### src/pbcm_pkg.sv
`timescale 1ns / 1ps

package pbcm_pkg;

  localparam int FRAC_BITS     = 12;
  localparam int PALETTE_COUNT = 4;
  localparam int ROM_PALETTES  = 4;
  localparam int ROM_IDX_W     = $clog2(ROM_PALETTES);
  localparam int PIDX_W        = (PALETTE_COUNT > 1) ? $clog2(PALETTE_COUNT) : 1;
  localparam int NUM_CH        = 3;

  localparam int CH_W       = FRAC_BITS + 1;
  localparam int ROM_COEF_W = 3;
  localparam int COEF_W     = FRAC_BITS + 3;
  localparam int PROD_W     = CH_W + COEF_W;
  localparam int ACC_W      = PROD_W + 2;
  localparam int RES_W      = ACC_W - FRAC_BITS - 2;

  localparam logic [CH_W-1:0] ONE          = CH_W'(1) << FRAC_BITS;
  localparam logic [CH_W-1:0] LARGE_THRESH = ONE >> 2;
  localparam logic [CH_W-1:0] FRESH_THRESH = ONE >> 1;
  localparam logic [ACC_W-1:0] ROUND_HALF  = ACC_W'(1) << (FRAC_BITS + 1);

  // Input tdata layout, lowest bit first.
  localparam int RED_LSB      = 0;
  localparam int GREEN_LSB    = RED_LSB + CH_W;
  localparam int BLUE_LSB     = GREEN_LSB + CH_W;
  localparam int PROGRESS_LSB = BLUE_LSB + CH_W;
  localparam int SLOW_BIT     = PROGRESS_LSB + CH_W;
  localparam int LARGE_LSB    = SLOW_BIT + 1;
  localparam int FAST_BIT     = LARGE_LSB + CH_W;
  localparam int FRESH_LSB    = FAST_BIT + 1;
  localparam int IN_FIELDS_W  = FRESH_LSB + CH_W;
  localparam int IN_TDATA_W   = ((IN_FIELDS_W + 7) / 8) * 8;

  localparam int OUT_FIELDS_W = NUM_CH * CH_W;
  localparam int OUT_TDATA_W  = ((OUT_FIELDS_W + 7) / 8) * 8;

  typedef enum logic {
    OP_PIXEL = 1'b0,
    OP_FRAME = 1'b1
  } op_t;

  typedef logic [COEF_W-1:0] coef_t;
  typedef coef_t [NUM_CH-1:0][NUM_CH-1:0] coef_mat_t;

  // Coefficients in quarters, indexed by palette, input channel, output channel.
  localparam logic [ROM_COEF_W-1:0] PALETTE_ROM [ROM_PALETTES][NUM_CH][NUM_CH] = '{
    '{ '{3'd0, 3'd4, 3'd0}, '{3'd2, 3'd4, 3'd2}, '{3'd0, 3'd2, 3'd0} },
    '{ '{3'd4, 3'd0, 3'd0}, '{3'd4, 3'd2, 3'd1}, '{3'd3, 3'd3, 3'd0} },
    '{ '{3'd3, 3'd3, 3'd3}, '{3'd0, 3'd0, 3'd4}, '{3'd0, 3'd3, 3'd3} },
    '{ '{3'd1, 3'd4, 3'd1}, '{3'd0, 3'd3, 3'd2}, '{3'd0, 3'd0, 3'd4} }
  };

  function automatic logic [PIDX_W-1:0] next_palette(input logic [PIDX_W-1:0] p);
    logic [PIDX_W-1:0] res;
    if (p == PIDX_W'(PALETTE_COUNT - 1)) begin
      res = '0;
    end else begin
      res = p + PIDX_W'(1);
    end
    return res;
  endfunction

  function automatic logic [ROM_IDX_W-1:0] rom_entry(input logic [PIDX_W-1:0] p);
    logic [PIDX_W+ROM_IDX_W-1:0] ext;
    ext = {{ROM_IDX_W{1'b0}}, p};
    return ext[ROM_IDX_W-1:0];
  endfunction

endpackage

### src/pbcm_coef.sv
`timescale 1ns / 1ps

module pbcm_coef (
  input  logic [pbcm_pkg::PIDX_W-1:0] palette_idx,
  input  logic [pbcm_pkg::CH_W-1:0]   weight,
  output pbcm_pkg::coef_mat_t         coef
);
  import pbcm_pkg::*;

  logic [CH_W-1:0]      weight_inv;
  logic [ROM_IDX_W-1:0] base_entry;
  logic [ROM_IDX_W-1:0] next_entry;

  assign weight_inv = ONE - weight;
  assign base_entry = rom_entry(palette_idx);
  assign next_entry = rom_entry(next_palette(palette_idx));

  // Each coefficient is a multiple of one quarter, so every term is a short
  // shift-and-add of the weight.
  always_comb begin
    for (int c = 0; c < NUM_CH; c++) begin
      for (int l = 0; l < NUM_CH; l++) begin
        coef[c][l] = COEF_W'(weight_inv) * COEF_W'(PALETTE_ROM[base_entry][c][l])
                   + COEF_W'(weight) * COEF_W'(PALETTE_ROM[next_entry][c][l]);
      end
    end
  end

endmodule
### config.mk
export PLATFORM = sky130hd
export DESIGN_NAME = pbcm_coef
export DESIGN_NICKNAME = d
export VERILOG_FILES = /design/src/pbcm_pkg.sv /design/src/pbcm_coef.sv
export SDC_FILE = /design/constraint.sdc
export NUM_CORES = 1
export LEC_CHECK = 0
export ABC_AREA = 0
export BUFFER_PORTS_ARGS = -buffer_cell sky130_fd_sc_hd__buf_2
export CELL_PAD_IN_SITES_DETAIL_PLACEMENT = 0
export CELL_PAD_IN_SITES_GLOBAL_PLACEMENT = 2
export CORE_AREA = 2 2 215 217
export DETAILED_ROUTE_END_ITERATION = 10
export DIE_AREA = 0 0 217 219
export PLACE_DENSITY = 0.86
export SKIP_LAST_GASP = 1
export SYNTH_ARGS = -nofsm -noshare
export SYNTH_HDL_FRONTEND = slang
export SYNTH_SLANG_ARGS = --single-unit
### constraint.sdc
create_clock -name vclk -period 6.1
set_input_delay 0.305 -clock vclk [all_inputs]
set_output_delay 0.305 -clock vclk [all_outputs]
set_load 0.01 [all_outputs]
==> impl_metrics.tcl, run 1 <==
set metrics [dict create \
    outcome "finished, final reports clean" \
    start_kind "input pin" \
    drive_gt1_share_pct 12.5 \
    netlist_area_um2 17400 \
    start_util_pct 38.7 \
    arrival_ps 5570 \
    layout_min_cycle_time_ps 5870 \
    yosys_warnings 0 \
    max_freq_mhz 170 \
    drc_errors 0 \
    cts_setup_buffers 0 \
    maxCapViolCount 0 \
    num_rows 78 \
    synth_cells 2157 \
    die_h_um 219 \
    routed_wl_um 52200 \
    vias_per_cell 4.81 \
    min-delay-path-class "in2out" \
    vias 14200 \
    regArea_um2 0 \
    power.density_nw_per_um2 200 \
    die_area_um2 47500 \
    fin_nets 2937 \
    core_area_um2 45100 \
    synth_top_family_by_area "adder cells" \
    path_class "in2out" \
    antenna_found_initial 5 \
    stdcell_area_um2 19500 \
    rsz0062_at_grt "false" \
    hold_violations 0 \
    critPathCaptureType "output port" \
    postRouteAntennaNets 0 \
    grt_first_pass_wirelength_um 82600 \
    synth_fa_ha_area_share_pct 53.0 \
    ctsHoldBuffers 0 \
    tns_ps 0 \
    first_pass_iters 5 \
    syn-num-nets 2732 \
    yosysUniqueCellTypes 72 \
    holdPathStages 4 \
    nFillCells 4723 \
    die_w_um 217 \
    required_ps 5790 \
    grt_max_degree 22 \
    seq_cell_count 0 \
    peakVddDrop_mv 0.149 \
    crit_fanout 9 \
    relSlewSlack_pct 48.5 \
    ioPinCount 150 \
    synth-simple-area-share_pct 13.1 \
    port_buffers 149 \
    grt.total_usage_pct 22.4 \
    clockBufferCount 0 \
    syn_to_final_growth_pct 12.0 \
    dpl.hpwl_um 47000 \
    fin_crit_sh_pct 96.3 \
    synth_xor_xnor_area_share_pct 8.62 \
    grt_pass1_vias 14800 \
    p_leak_nw 11.2 \
    synth-compound-area-share_pct 9.31 \
    routedWlPerCell_um 17.6 \
    place_area_um2 19500 \
    slew_viol_final 0 \
    max_slew.worst_pin.slew_ps 767 \
    overflow 0 \
    yosysSeqAreaShare_pct 0 \
    globalplace.congestion 0.914 \
    finalSetupViolCount 0 \
    drt-initial-drc-count 705 \
    synth.area.mux_share_pct 0.359 \
    avgSynthCellArea_um2 8.08 \
]
[placed cells by master, fill, tap and decap left out, types with 10 or more instances in the layout]
cell	count
inv_1	652
fa_1	292
ha_1	268
buf_2	149
nand2_1	140
xnor2_1	131
buf_4	110
nor2_1	90
and2_1	70
a21oi_1	66
nor2b_1	48
o21ai_0	45
xor2_1	37
o21a_1	26
nor3_1	25
nand3_1	15
or2_2	14
o21bai_1	14
a21o_1	13
a211oi_1	12
o31a_1	12
nand2b_1	11
nor4_1	10
[cells in the mapped netlist, types with 7 or more instances]
master	number	area (um2)
or2_2	14	87.6
a31oi_1	8	50.1
xor2_1	37	324
fa_1	292	5850
and2_1	72	450
nor2b_1	48	300
o21bai_1	14	105
o211ai_1	7	52.6
nand3_1	15	75.1
nand2b_1	11	68.8
inv_1	652	2450
o21ai_0	46	230
a211oi_1	13	97.6
a21oi_1	66	330
xnor2_1	131	1150
o21a_1	26	195
nand2_1	140	526
ha_1	268	3350
a21o_1	13	97.6
nor3_1	25	125
nor4_1	10	62.6
buf_4	7	52.6
o31ai_1	8	60.1
nor2_1	91	342
o31a_1	12	105
clkbuf_1	43	161
[metrics by stage]
step	cells	hold WS (ps)	setup slack (ps)	total power (W)	util, %
global placement	2960	1230	178	0.00389	43.2
detailed placement	2960	1220	118	0.00392	43.2
CTS	2960	1230	81.2	0.00395	43.2
global route	2961	1300	14.8	0.00441	43.3
floorplan	2157	1090	705	0.00261	-
finish	2963	1250	225	0.00390	43.3
[metal layers]
| layer | global-route usage, % | up-vias | share of wire [%] |
|---|---|---|---|
| met5 | 0 | - | 0.044 |
| li1 | - | 6956 | - |
| met1 | 30.0 | 6912 | 44 |
| met4 | 5.05 | 4 | 2.8 |
| met3 | 1.64 | 57 | 4.1 |
| met2 | 39.5 | 311 | 49 |
[where the power goes]
part | total [W] | switching (W) | internal, W
Sequential | 0 | 0 | 0
Combinational | 0.00390 | 0.00226 | 0.00164
Clock | 0.0000000000658 | 0 | 0.0000000000658
Total | 0.00390 | 0.00226 | 0.00164
[cells by family (layout without fill, tap and decap cells)]
group	after synthesis	in the layout
xor gates and xnor gates	170	170
muxes	6	6
and+or+nand+nor	458	458
AOI/OAI and AO/OA	247	247
other	1	4
adders and majority gates	564	564
buffers and inverters	711	914
[worst max-delay path: stages]
cell	delay, ps
buf_2	170
inv_1	130
ha_1	300
inv_1	150
nor3_1	80
xnor2_1	450
and2_2	360
fa_1	460
fa_1	540
inv_1	50
fa_1	480
inv_1	60
ha_1	320
a21oi_1	390
nor2b_1	140
o31ai_2	340
a21oi_1	200
a311o_1	360
xnor2_1	130
buf_2	150
[cell type report]
| class | instances | area, um2 | share of cell area [%] |
|---|---|---|---|
| antenna | 3 | 7.51 | 0.0384 |
| timing repair buffer | 259 | 1570 | 8.05 |
| inverter | 655 | 2460 | 12.6 |
| multi-input combinational | 1446 | 14700 | 75.5 |
| tap | 600 | 751 | 3.84 |
[final timing paths]
| kind | start | endpoint | slack (ps) |
|---|---|---|---|
| worst max-delay path | weight[0] | coef[89] | 230 |
| worst min-delay path | weight[0] | coef[105] | 1250 |
[repair_timing]
action / 4_1_cts / 5_1_grt
setup endpoints to repair: 0 / 10
endpoints found under the hold margin: 0 / 0
gates resized for setup: 0 / 7
(Power assumes the default switching activity.)
==> run 2, diff against run 1 <==
BUFFER_PORTS_ARGS = default   (was -buffer_cell sky130_fd_sc_hd__buf_2)
CAP_MARGIN = 20   (was default)
CORE_AREA = 2 2 210 212   (was 2 2 215 217)
DIE_AREA = 0 0 212 214   (was 0 0 217 219)
DONT_BUFFER_PORTS = 1   (was default)
PLACE_DENSITY = 0.85   (was 0.86)
==> run 2 against run 1 <==
  * Via count shrank 4.0%
  * Combinational power shrank 11%
  * Cell area shrank 5.9%
  * Setup slack gained 28 ps
  * Critical path type unchanged
==> impl_metrics.tcl, run 2 (synthesis gave the netlist of run 1 again) <==
set metrics [dict create \
    slew_viol_final 0 \
    drc_errors 0 \
    mostFrequentLayoutCell "inv_1" \
    cts_setup_buffers 0 \
    die_area_um2 45400 \
    nFillCells 4380 \
    wl_met2_um 24500 \
    seq_cell_count 0 \
    antenna_found_initial 0 \
    switchingPower_w 0.00214 \
    power_frac_comb_pct 100.0 \
    grt_max_degree 33 \
    drive_gt1_share_pct 4.12 \
    routed_wl_um 50300 \
    peakVddDrop_mv 0.104 \
    routedWlPerCell_um 18.3 \
    outcome "finished, final reports clean" \
    core_area_um2 42900 \
    relSlewSlack_pct 40.3 \
    layout_min_cycle_time_ps 5850 \
    tns_ps 0 \
    ioPinCount 150 \
    die_w_um 212 \
    grt_pass1_vias 14400 \
    fin_crit_sh_pct 95.8 \
    p_int_w 0.00131 \
    routed-wl-met3_um 2510 \
    ctsHoldBuffers 0 \
    syn_to_final_growth_pct 5.38 \
    maxCapViolCount 0 \
    postRouteAntennaNets 0 \
    overflow 0 \
    fin_nets 2736 \
    power_w 0.00346 \
    p_leak_nw 10.4 \
    finalSetupViolCount 0 \
    max_slew.worst_pin.slew_ps 890 \
    multi_input_area_um2 14700 \
    required_ps 5790 \
    die_h_um 214 \
    start_kind "input pin" \
    crit_fanout 9 \
    switching_share_pct 62.0 \
    power_frac_seq_pct 0 \
    highest_layer "met4" \
    min-delay-path-class "in2out" \
    max_freq_mhz 171 \
    clockBufferCount 0 \
    vias 13700 \
    port_buffers 0 \
    first_pass_iters 5 \
    critPathCaptureType "output port" \
    m1WireLength_um 22200 \
    start_util_pct 40.7 \
    grt.total_usage_pct 22.9 \
    mostFrequentLayoutCells "652 x inv_1, 292 x fa_1, 268 x ha_1" \
    rsz0062_at_grt "false" \
    drt-initial-drc-count 678 \
    regArea_um2 0 \
    globalplace.congestion 0.920 \
    hold_violations 0 \
    power.density_nw_per_um2 188 \
    grt_first_pass_wirelength_um 81100 \
    dpl.hpwl_um 44500 \
    clockPowerShare_pct 0 \
    path_class "in2out" \
    vias_per_cell 4.98 \
    num_rows 76 \
    arrival_ps 5540 \
]
run 2: changes by cell type in the layout (fill, tap and decap cells not counted), sizes merged:
cell	delta
buf	-201
diode	-2
run 2: final timing paths:
kind / to / depth (start not counted) / start / slack, ps
worst max-delay path: coef[89] / 19 / weight[0] / 250
worst min-delay path: coef[105] / 2 / weight[0] / 940
run 2: critical path: stages:
cell and delay, ps:
inv_1 80, ha_1 260, inv_1 220, nor3_1 100
xnor2_1 430, and2_1 470, fa_1 490, fa_1 540
inv_1 50, fa_1 470, inv_1 40, ha_1 310
a21oi_1 300, nor2b_1 120, o31ai_1 420, a21oi_1 250
a311o_1 380, xnor2_1 150, buf_4 140
run 2: final cells by class:
class | instances | share of cell area [%]
well taps | 585 | 3.98
diodes | 1 | 0.0136
inverters | 655 | 13.4
multi-input cells | 1446 | 80.1
repair buffers | 58 | 2.51
run 2: routing by layer:
metal | up-vias | GRT usage [%]
met3 | 47 | 2.99
met5 | - | 0
li1 | 6557 | -
met1 | 6788 | 30.6
met4 | 0 | 4.48
met2 | 283 | 39.6
run 2: repair_timing:
| item | in CTS | in global routing |
|---|---|---|
| gates resized for setup | 0 | 2 |
| hold endpoints to repair | 0 | 0 |
| endpoints found under the setup margin | 0 | 1 |
run 2: power by group through the flow:
| stage | registers, W | clock network, W | logic (W) |
|---|---|---|---|
| after floorplan | 0 | 0 | 0.00261 |
| after global placement | 0 | 0 | 0.00344 |
| after global routing | 0 | 0 | 0.00392 |
| after detailed placement | 0 | 0 | 0.00349 |
| after CTS | 0 | 0 | 0.00351 |
| final | 0 | 0.0000000000230 | 0.00346 |
run 2: metrics by stage:
stage                     utilization, %  instances  hold WS [ps]  instance area (um2)  setup WS (ps)
after floorplan                        -       2157          1090                17400            705
after global placement              42.8       2744           925                18400            354
after detailed placement            42.8       2744           934                18400            337
after CTS                           42.8       2744           942                18400            280
after global routing                42.8       2744           985                18400           35.9
final                               42.9       2745           942                18400            253
